File: config.mk
export PLATFORM = sky130hd
export DESIGN_NAME = hcbp_emit
export DESIGN_NICKNAME = d
export VERILOG_FILES = /design/src/hcbp_pkg.sv /design/src/hcbp_emit.sv
export SDC_FILE = /design/constraint.sdc
export NUM_CORES = 1
export LEC_CHECK = 0
export BUFFER_PORTS_ARGS = -buffer_cell sky130_fd_sc_hd__buf_2
export CORE_ASPECT_RATIO = 1.4
export CORE_MARGIN = 3
export CORE_UTILIZATION = 46
export DETAILED_ROUTE_END_ITERATION = 10
export GPL_ROUTABILITY_DRIVEN = 0
export MAX_ROUTING_LAYER = met4
export PLACE_DENSITY = 0.8
export SYNTH_ARGS = -nofsm -noshare
export SYNTH_HDL_FRONTEND = slang
export SYNTH_SLANG_ARGS = --single-unit
File: constraint.sdc
create_clock -name aclk -period 2.4 [get_ports aclk]
set_clock_uncertainty 0.05 [all_clocks]
set_input_delay 0.48 -clock aclk [delete_from_list [all_inputs] [get_ports aclk]]
set_output_delay 0.48 -clock aclk [all_outputs]
set_load 0.05 [all_outputs]
File: src/hcbp_pkg.sv
// Shared types and constants for the code bit packer.
`timescale 1ns / 1ps
`default_nettype none

package hcbp_pkg;

    localparam int SYMBOLS      = 256;
    localparam int SYM_W        = 8;
    localparam int IDX_W        = $clog2(SYMBOLS);
    localparam int MAX_CODE_LEN = 32;
    localparam int LEN_W        = 6;
    localparam int CODE_W       = 32;
    localparam int CODE_LEN_CAP = (MAX_CODE_LEN < CODE_W) ? MAX_CODE_LEN : CODE_W;
    localparam int ENTRY_W      = LEN_W + CODE_W;
    localparam int PEND_W       = 7;
    localparam int PCNT_W       = 3;
    localparam int ACC_W        = PEND_W + CODE_W;
    localparam int TOTAL_W      = 6;
    localparam int BYTE_W       = 8;
    localparam int COUNT_W      = 40;
    localparam int MAX_RESULTS  = 4;
    localparam int RCNT_W       = 3;
    localparam int IN_DATA_W    = 48;
    localparam int OUT_DATA_W   = 56;

    localparam logic [COUNT_W-1:0] COUNTER_MAX = {COUNT_W{1'b1}};

    typedef enum logic [1:0] {
        MODE_LOAD   = 2'd0,
        MODE_ENCODE = 2'd1,
        MODE_FLUSH  = 2'd2
    } mode_t;

    typedef struct packed {
        logic              valid;
        logic [1:0]        mode;
        logic [LEN_W-1:0]  len;
        logic [CODE_W-1:0] code;
    } lookup_t;

    typedef struct packed {
        logic [RCNT_W-1:0]                  count;
        logic [MAX_RESULTS-1:0][BYTE_W-1:0] bytes;
        logic                               byte_valid;
        logic [PCNT_W-1:0]                  final_bits;
        logic [COUNT_W-1:0]                 stream_bytes;
    } emit_req_t;

endpackage

`default_nettype wire

File: src/hcbp_emit.sv
// Result buffer: holds up to four results of one request and hands them out in order.
`timescale 1ns / 1ps
`default_nettype none

module hcbp_emit (
    input  wire logic                          aclk,
    input  wire logic                          aresetn,
    input  wire logic                          push,
    input  wire hcbp_pkg::emit_req_t           req,
    output logic                               emit_free,
    output logic                               m_tvalid,
    input  wire logic                          m_tready,
    output logic [hcbp_pkg::BYTE_W-1:0]        out_byte,
    output logic                               byte_valid,
    output logic [hcbp_pkg::PCNT_W-1:0]        final_bits,
    output logic [hcbp_pkg::COUNT_W-1:0]       stream_bytes,
    output logic                               last
);

    import hcbp_pkg::*;

    logic [MAX_RESULTS-1:0][BYTE_W-1:0] byte_reg;
    logic [RCNT_W-1:0]                  cnt_reg;
    logic [RCNT_W-1:0]                  cnt_next;
    logic                               bv_reg;
    logic [PCNT_W-1:0]                  fb_reg;
    logic [COUNT_W-1:0]                 sb_reg;
    logic                               pop;

    assign m_tvalid  = (cnt_reg != '0);
    assign pop       = m_tvalid && m_tready;
    assign emit_free = (cnt_reg == '0) || ((cnt_reg == RCNT_W'(1)) && m_tready);

    always_comb begin
        cnt_next = cnt_reg;
        if (push) begin
            cnt_next = req.count;
        end else if (pop) begin
            cnt_next = cnt_reg - RCNT_W'(1);
        end
    end

    always_ff @(posedge aclk) begin
        if (!aresetn) begin
            cnt_reg <= '0;
        end else begin
            cnt_reg <= cnt_next;
        end
    end

    always_ff @(posedge aclk) begin
        if (push) begin
            byte_reg <= req.bytes;
            bv_reg   <= req.byte_valid;
            fb_reg   <= req.final_bits;
            sb_reg   <= req.stream_bytes;
        end else if (pop) begin
            for (int i = 0; i < MAX_RESULTS - 1; i++) begin
                byte_reg[i] <= byte_reg[i+1];
            end
        end
    end

    assign out_byte     = byte_reg[0];
    assign byte_valid   = bv_reg;
    assign final_bits   = fb_reg;
    assign stream_bytes = sb_reg;
    assign last         = (cnt_reg == RCNT_W'(1));

endmodule

`default_nettype wire

==> run metrics, run 1 <==
status=complete, no violations; Synth cell types=20; port bufs=137; Static Leakage=1.618 nW; Post-Syn Area=0.002884 mm^2; Critical Path AT=1.42 ns; Die Area=0.007269 mm^2; final hold viol count=0; DRT iter0 DRCs=slightly above 70; Total Wirelength=roughly 5200 um; Die H=99.69 um; DRT Pass-1 Iters=4; worst hold-check path type=in2reg; Initial Util=48.17%; Crit Path Max Fanout=6; slew margin rel.=between 60% and 70%; non-filler instance count after layout=between 300 and 400; fmax=between 500 and 600 MHz; Setup crit start=cnt_reg[0]$_SDFFE_PN0P_; initial antenna violation count=0; Avg Synthesized Cell Area=20.60 um^2; WL/cell=14.83 um; crit start category=flip-flop; CTS Buf Count=9; maximum VDD drop=about 0.00056 V; Via density=4.650; Final Max Tran Viols=0; pin count of the biggest net entering global routing=43; first-pass GRT wire length=7997 um; crit path time final=about 2.0 ns; clock sink count=79; H-tree depth=3; max reg flops=40; Synth top area share=79.13%; DR vias=1646; Antenna Nets Post-Route=0; Gate Count Post-Synth=140; Rows=33; part of the cycle the worst path needs=~81%; number of diodes=0; Clock transition at path regs=~0.08 ns; dpl cells=338; R2R setup slack=0.74 ns; GRT Total Usage=15.56%; unrepaired setup endpoints after global routing=no; DP Wirelength=a little under 4000 um; Data required, critical path=around 1.9 ns; CTS Hold Bufs=0; FF-to-FF path depth=6; final setup TNS=0 ns; die width=roughly 73 um; #FFs+latches synth=79; critical setup path kind=reg2out; layout cell share with drive strength beyond 1=64.08%; r2r endpoint=out_byte[6]$_DFFE_PP_; syn nets=226; Placeable Area=0.005987 mm^2; vias in the first global route=1749; synth-to-layout area growth=31.24%; synth warn=0; Area contributors post-synth=edfxtp_1 79%, mux2_2 9.4%, dfxtp_1 2.1%; Setup violations, final=0; TritonCTS clock tree=built; nets@finish=365; cell taking the most area after synthesis=edfxtp_1; Post-route DRC=0; PD cells=about 850 mW/mm^2; clk root buf=clkbuf_8; sequential share of the synthesized area=81.21%; Worst-Skew Late Latency=0.33 ns; # Max-Cap Violations=0; post-CTS setup buffer count=0; R2R Path Start=cnt_reg[0]$_SDFFE_PN0P_; num ports=138; Crit. End Element=output pin; Critical Path End=m_tvalid; post_cts resized=0; clk buf depth=2; worst-margin pin slew=between 0.5 and 0.6 ns; total grt overflow=0
## routing by layer
layer,wire (um),vias up,track usage (%)
met5,0,-,-
met4,86,0,6.960
met3,617,6,6.269
met2,2456,107,22.67
met1,2089,728,19.00
li1,-,805,-
## cell type report
type                            instances  area (um^2)
Inverter                                4        15.01
Sequential cell                        79         2342
Tap cell                               70        87.58
Fill cell                             412         2202
Clock buffer                            9        123.9
Clock inverter                          7        80.08
Multi-Input combinational cell         46        432.9
Timing Repair Buffer                  139        703.2
## cell usage in the layout, fill, tap and decap left out, drive strengths merged, types with 2 or more instances in the layout
cell type / netlist / final
nor2: 2 / 2
o21ai: 2 / 2
dfxtp: 3 / 3
nand2: 5 / 5
edfxtp: 76 / 76
mux2: 24 / 24
a21oi: 2 / 2
inv: 4 / 7
buf: 11 / 139
ha: 3 / 3
clkbuf: 0 / 9
clkinv: 0 / 3
## report_power, final
part / internal (mW) / switching [mW] / total, mW
Clock: 0.495 / 0.485 / 0.980
Sequential: 1.65 / 0.0288 / 1.68
Combinational: 0.154 / 0.407 / 0.561
Total: 2.30 / 0.921 / 3.22
## cells in the mapped netlist
cell	count
edfxtp_1	76
nand2_1	5
mux2i_1	1
nor2_1	2
ha_1	3
and3_1	1
a211oi_2	1
buf_6	3
and4_1	1
dfxtp_1	3
buf_4	8
nand3_1	1
inv_1	3
inv_2	1
mux2_2	24
nand2b_4	1
a21oi_1	2
o41ai_2	1
o21ai_0	2
nor2b_1	1
## worst max-delay path, cell delays in order, from the launching register on
cell and delay (ns):
dfxtp_1 0.39, inv_1 0.08, ha_1 0.24, nand2b_4 0.10, buf_2 0.27
## through the flow
stage	hold slack, ns	area (um^2)	setup WS (ns)	util, %	total power, mW
after floorplan	0.4746	2884	0.1371	-	2.122
after global placement	0.4767	3581	0.5537	59.81	2.266
after detailed placement	0.4841	3581	0.5255	59.81	2.279
after CTS	0.2472	3785	0.4305	63.22	3.250
after global routing	0.2349	3785	0.3510	63.22	3.342
final	0.2603	3785	0.4469	63.22	3.221
## logic make-up after synthesis
family	Yosys count	synth area share, %
adders and majority gates	3	1.302
buffers and inverters	15	3.774
DFF	79	81.21
and+or+nand+nor	12	2.300
muxes	25	9.718
AOI/OAI and AO/OA	6	1.692
## worst min path at each step
stage / from / endpoint / slack, ns / depth (start not counted)
after floorplan: byte_reg[26]$_DFFE_PP_ / byte_reg[18]$_DFFE_PP_ / 0.47 / 1
after global placement: byte_reg[11]$_DFFE_PP_ / out_byte[3]$_DFFE_PP_ / 0.48 / 1
after detailed placement: byte_reg[22]$_DFFE_PP_ / byte_reg[14]$_DFFE_PP_ / 0.48 / 1
after CTS: req[22] / stream_bytes[22]$_DFFE_PP_ / 0.25 / 1
after global routing: req[38] / stream_bytes[38]$_DFFE_PP_ / 0.23 / 1
final: req[22] / stream_bytes[22]$_DFFE_PP_ / 0.26 / 1
Power figures use the tool's default switching activity.
==> run 2: changes to the inputs <==
==> constraint.sdc (replaced) <==
create_clock -name aclk -period 1.9 [get_ports aclk]
set_clock_uncertainty 0.05 [all_clocks]
set_input_delay 0.38 -clock aclk [delete_from_list [all_inputs] [get_ports aclk]]
set_output_delay 0.38 -clock aclk [all_outputs]
set_load 0.05 [all_outputs]
==> run 2 against run 1 <==
Net effect: worst setup slack worse by 0.35 ns; non-clock buffer count rose by 1; combinational power rose by 28%; critical path depth did not move; cell count up 0.28%; count of clock-buffer cells in the layout stayed put; sequential power up 26%; worst hold slack lost 0.10 ns; first-iteration DRC count up 4.2%; critical path type unchanged; critical endpoint unchanged; largest power group unchanged; highest routed layer unchanged.
==> run metrics, run 2 (synthesized netlist as in run 1, its figures left out) <==
status=complete, no violations (unchanged); Fillers=401 (was 412); post-CTS setup buffer count=0 (unchanged); first-pass GRT wire length=8211 um (was 7997 um); worst-margin pin slew=0.4785 ns (was 0.5163 ns); crit path time final=1.799 ns; delay-heaviest family, CP=flip-flops (unchanged); most frequent cells in the layout=135 x buf_2, 76 x edfxtp_1, 24 x mux2_2, 9 x clkbuf_8, 5 x nand2_1 (was 136 x buf_2, 76 x edfxtp_1, 24 x mux2_2, 9 x clkbuf_8, 5 x nand2_1); DP Wirelength=4074 um (was 3958 um); worst hold-check path type=in2reg (unchanged); Setup violations, final=0 (unchanged); Rows=33 (unchanged); slew margin rel.=68.10% (was 65.58%); commonest non-fill, non-tap cell in the layout=buf_2 (unchanged); H-tree depth=3 (unchanged); number of diodes=0 (unchanged); M1 GR Usage=18.82% (was 19.00%); vias in the first global route=1809 (was 1749); CP max-delay cell=dfxtp_2 (was dfxtp_1); Final Max Tran Viols=0 (unchanged); DR vias=1697 (was 1646); total grt overflow=0 (unchanged); CP peak stage delay=0.36 ns (was 0.39 ns); Die Area=0.007269 mm^2 (unchanged); busiest layer in global routing=met2 (unchanged); final setup TNS=0 ns (unchanged); CP Cell Sequence=inv_1 -> ha_1 -> nand2b_4 -> buf_2 (unchanged); unrepaired setup endpoints after global routing=no (unchanged); Static Leakage=1.615 nW (was 1.618 nW); nets@finish=366 (was 365); part of the cycle the worst path needs=94.69%; M2 GR Usage=24.34% (was 22.67%); crit start category=flip-flop (unchanged); port bufs=137 (unchanged); pin count of the biggest net entering global routing=41 (was 43); DRT Pass-1 Iters=4 (unchanged); Via density=4.780 (was 4.650); Worst-Skew Late Latency=0.34 ns (was 0.33 ns); DRT iter0 DRCs=75 (was 72); Register Area=0.002344 mm^2 (was 0.002342 mm^2); critical setup path kind=reg2out (unchanged); Total Wirelength=5338 um (was 5249 um); clk buf depth=2 (unchanged); max reg flops=40 (unchanged); Post-route DRC=0 (unchanged); Initial Util=48.17% (unchanged); Antenna Nets Post-Route=0 (unchanged); clk root buf=clkbuf_8 (unchanged); Placeable Area=0.005987 mm^2 (unchanged); num ports=138 (unchanged); Critical Path AT=1.37 ns (was 1.42 ns); M3 GR Usage=4.954% (was 6.269%); synth-to-layout area growth=31.32% (was 31.24%); maximum VDD drop=0.0006322 V (was 0.0005635 V); Data required, critical path=1.47 ns (was 1.87 ns); final hold viol count=0 (unchanged); Crit Path Max Fanout=6 (unchanged); Die H=99.69 um (unchanged); CTS Buf Count=9 (unchanged); dpl cells=339 (was 338); non-filler instance count after layout=355 (was 354); layout cell share with drive strength beyond 1=65.26% (was 64.08%); TritonCTS clock tree=built (unchanged); die width=72.92 um (unchanged); fmax=555.8 MHz; Crit. End Element=output pin (unchanged); WL/cell=15.04 um (was 14.83 um); clock sink count=79 (unchanged); Worst Path Buf+Inv=2 (unchanged); Clock transition at path regs=0.08 ns (about the same); initial antenna violation count=0 (unchanged); PD cells=1042 mW/mm^2 (was 851.0 mW/mm^2); # Max-Cap Violations=0 (unchanged); area of the multi-input gates=435.4 um^2 (was 432.9 um^2); GRT Total Usage=16.18% (was 15.56%)
[run 2: cell count changes in the layout (fill, tap and decap cells not counted), sizes merged]
cell      previous run  this run
buf                139       140
bufinv               1         0
clkinv               3         4
clkinvlp             0         1
inv                  7         6
[run 2: worst paths after layout]
check | end | from | slack (ns) | depth (start not counted)
worst max-delay path | m_tvalid | cnt_reg[0]$_SDFFE_PN0P_ | 0.10 | 4
worst min register to register | out_byte[4]$_DFFE_PP_ | byte_reg[12]$_DFFE_PP_ | 0.50 | 1
worst max register to register | byte_reg[14]$_DFFE_PP_ | cnt_reg[0]$_SDFFE_PN0P_ | 0.39 | 6
worst min-delay path | stream_bytes[14]$_DFFE_PP_ | req[14] | 0.16 | 1
[run 2: cell type report]
cell class,count,area share [%]
sequential,79,61.88
timing repair buffer,140,19.16
multi-input combinational,46,11.50
clock buffer,9,3.271
tap,70,2.313
clock inverter,7,1.487
inverter,4,0.3964
[run 2: what timing repair did]
action	in CTS	in global routing
gates resized for setup	0	3
setup endpoints to repair	0	2
hold buffers	0	0
[run 2: power by group]
| group | switching [mW] | internal [mW] | total [mW] |
|---|---|---|---|
| Combinational | 0.515 | 0.202 | 0.718 |
| Sequential | 0.0369 | 2.09 | 2.12 |
| Clock | 0.617 | 0.487 | 1.10 |
| Total | 1.17 | 2.78 | 3.94 |
[run 2: per-layer routing]
layer / vias to the layer above / share of wire [%]
met4: 0 / 2.9
met3: 14 / 12
met2: 116 / 49
met5: - / 0
met1: 757 / 37
li1: 810 / -
[run 2: per-stage QoR]
stage	cell area (um^2)	power [mW]	hold WS [ns]	utilization [%]	setup slack (ns)
after CTS	3784	3.988	0.1397	63.20	0.02233
after global placement	3603	2.874	0.4770	60.19	0.3253
after detailed placement	3603	2.887	0.4840	60.19	0.2910
after floorplan	2887	2.681	0.4289	-	0.0005181
final	3787	3.945	0.1585	63.26	0.1008
after global routing	3787	4.117	0.1287	63.26	0.003003
==> run 3: changes to the inputs <==
--- a/config.mk
+++ b/config.mk
@@ -6,6 +6,7 @@
 export NUM_CORES = 1
 export LEC_CHECK = 0
 export BUFFER_PORTS_ARGS = -buffer_cell sky130_fd_sc_hd__buf_2
+export CAP_MARGIN = 20
 export CORE_ASPECT_RATIO = 1.4
 export CORE_MARGIN = 3
 export CORE_UTILIZATION = 46
@@ -13,6 +14,7 @@
 export GPL_ROUTABILITY_DRIVEN = 0
 export MAX_ROUTING_LAYER = met4
 export PLACE_DENSITY = 0.8
+export SETUP_SLACK_MARGIN = 0.3
 export SYNTH_ARGS = -nofsm -noshare
 export SYNTH_HDL_FRONTEND = slang
 export SYNTH_SLANG_ARGS = --single-unit
==> run 3 against run 2 <==
Net effect: sequential share of layout area down 2.0 points; worst hold slack gained 0.0059 ns; total power is 7.5% higher; wire length rose by 5.2%; clock power increased by 23%; final area grew 3.6%; register-to-register slack worse by 0.03 ns; die area stayed put; cell count up 1.1%; global-route usage is 0.28 points higher; largest cell class unchanged; critical endpoint is now last.
==> run metrics, run 3 (synthesized netlist as in run 1, its figures left out) <==
Die Area=0.007269 mm^2 (unchanged); DP Wirelength=4139 um (was 4074 um); Setup violations, final=0 (unchanged); Placed Instance Area=0.003606 mm^2 (was 0.003603 mm^2); crit path time final=1.708 ns (was 1.799 ns); num ports=138 (unchanged); PD cells=1081 mW/mm^2 (was 1042 mW/mm^2); clk root buf=clkbuf_8 (unchanged); final hold viol count=0 (unchanged); vias in the first global route=1929 (was 1809); WL/cell=15.65 um (was 15.04 um); critical setup path kind=reg2out (unchanged); Cells on Worst Hold Path=1 (unchanged); first-pass GRT wire length=8549 um (was 8211 um); Crit. End Element=output pin (unchanged); Placeable Area=0.005987 mm^2 (unchanged); synth-to-layout area growth=36.01% (was 31.32%); DRT iter0 DRCs=87 (was 75); CTS Hold Bufs=0 (unchanged); layout cell share with drive strength beyond 1=68.17% (was 65.26%); Critical Path AT=1.28 ns (was 1.37 ns); Data required, critical path=1.47 ns (about the same); Clock transition at path regs=0.08 ns (about the same); R2R Path Start=cnt_reg[0]$_SDFFE_PN0P_ (unchanged); unrepaired setup endpoints after global routing=yes (was no); part of the cycle the worst path needs=89.92% (was 94.69%); hold path endpoint=stream_bytes[39]$_DFFE_PP_ (was stream_bytes[14]$_DFFE_PP_); slew margin rel.=72.85% (was 68.10%); maximum VDD drop=0.0008137 V (was 0.0006322 V); DR vias=1712 (was 1697); HP Start=req[39] (was req[14]); GRT Total Usage=16.46% (was 16.18%); clock sink count=79 (unchanged); H-tree depth=3 (unchanged); status=complete, no violations (unchanged); worst hold-check path type=in2reg (unchanged); DRT Pass-1 Iters=4 (unchanged); CTS Buf Count=9 (unchanged); Total Wirelength=5617 um (was 5338 um); total grt overflow=0 (unchanged); total power after layout=4.239 mW (was 3.945 mW); Final Max Tran Viols=0 (unchanged); Crit Path Max Fanout=3 (was 6); nets@finish=370 (was 366); port bufs=137 (unchanged); pin count of the biggest net entering global routing=32 (was 41); commonest non-fill, non-tap cell in the layout=buf_2 (unchanged); clk buf depth=2 (unchanged); Rows=33 (unchanged); Static Leakage=1.660 nW (was 1.615 nW); # Max-Cap Violations=0 (unchanged); initial antenna violation count=0 (unchanged); Worst-Skew Late Latency=0.33 ns (was 0.34 ns); TritonCTS clock tree=built (unchanged); Die H=99.69 um (unchanged); crit start category=flip-flop (unchanged); non-filler instance count after layout=359 (was 355); R2R setup slack=0.36 ns (was 0.39 ns); die width=72.92 um (unchanged); worst-margin pin slew=0.4072 ns (was 0.4785 ns); number of diodes=0 (unchanged); FF-to-FF path depth=6 (unchanged); Post-route DRC=0 (unchanged); r2r endpoint=byte_reg[23]$_DFFE_PP_ (was byte_reg[14]$_DFFE_PP_); max reg flops=40 (unchanged); Antenna Nets Post-Route=0 (unchanged); dpl cells=339 (unchanged); most frequent cells in the layout=133 x buf_2, 76 x edfxtp_1, 24 x mux2_2, 9 x clkbuf_8, 7 x buf_4 (was 135 x buf_2, 76 x edfxtp_1, 24 x mux2_2, 9 x clkbuf_8, 5 x nand2_1); Initial Util=48.17% (unchanged); final instance area=0.003923 mm^2 (was 0.003787 mm^2); fmax=585.3 MHz (was 555.8 MHz); Via density=4.769 (was 4.780); final setup TNS=0 ns (unchanged)
## run 3: cell count changes in the layout (fill, tap and decap cells not counted), sizes merged
cell	previous run	this run
buf	140	143
bufinv	0	2
clkbuf	9	10
clkinv	4	2
inv	6	5
nand2	5	6
## run 3: through the flow
stage | setup WS [ns] | utilization [%] | hold WS [ns]
6_report | 0.1916 | 65.52 | 0.1644
3_3_place_gp | 0.3658 | 60.23 | 0.4758
5_1_grt | 0.1376 | 65.52 | 0.1422
4_1_cts | 0.1720 | 65.04 | 0.1433
2_1_floorplan | 0.3019 | - | 0.4289
3_5_place_dp | 0.3117 | 60.23 | 0.4830
## run 3: worst max-delay path: stages, from the launching register on
cell and delay [ns]:
dfxtp_2 0.35, inv_2 0.06, ha_4 0.15, nor2b_4 0.12, buf_4 0.14, buf_8 0.14
## run 3: worst max-delay path by stage
stage / startpoint / to / slack, ns / cells after the start
floorplan: cnt_reg[1]$_SDFFE_PN0P_ / emit_free / 0.30 / 5
global placement: cnt_reg[0]$_SDFFE_PN0P_ / byte_reg[19]$_DFFE_PP_ / 0.37 / 5
detailed placement: cnt_reg[0]$_SDFFE_PN0P_ / out_byte[2]$_DFFE_PP_ / 0.31 / 5
CTS: cnt_reg[1]$_SDFFE_PN0P_ / emit_free / 0.17 / 6
global route: cnt_reg[1]$_SDFFE_PN0P_ / emit_free / 0.14 / 6
finish: cnt_reg[1]$_SDFFE_PN0P_ / last / 0.19 / 5
## run 3: layer usage
metal  global-route usage (%)  wire length [um]
met5                        -                 0
met4                    7.244                53
met3                    5.763               570
met2                    25.17              2783
met1                    19.57              2211
## run 3: what timing repair did
action                                  in CTS  in global routing
cloned                                       0                  1
pin swaps                                    2                  1
endpoints found under the setup margin      16                 27
buffers inserted                             2                  1
gates resized for setup                     16                  3
## run 3: final cells by class
type,instances,area [um^2]
clock buffer,10,127.6
clock inverter,6,93.84
fill,408,2064
inverter,4,15.01
multi-input combinational,47,488.0
sequential,79,2347
tap,70,87.58
timing repair buffer,143,763.2
## run 3: report_power, final
part / total, mW / switching [mW] / internal, mW / leakage [nW]
Clock: 1.35 / 0.600 / 0.750 / 0.107
Sequential: 2.13 / 0.0399 / 2.09 / 0.775
Combinational: 0.762 / 0.533 / 0.229 / 0.778
Total: 4.24 / 1.17 / 3.06 / 1.66
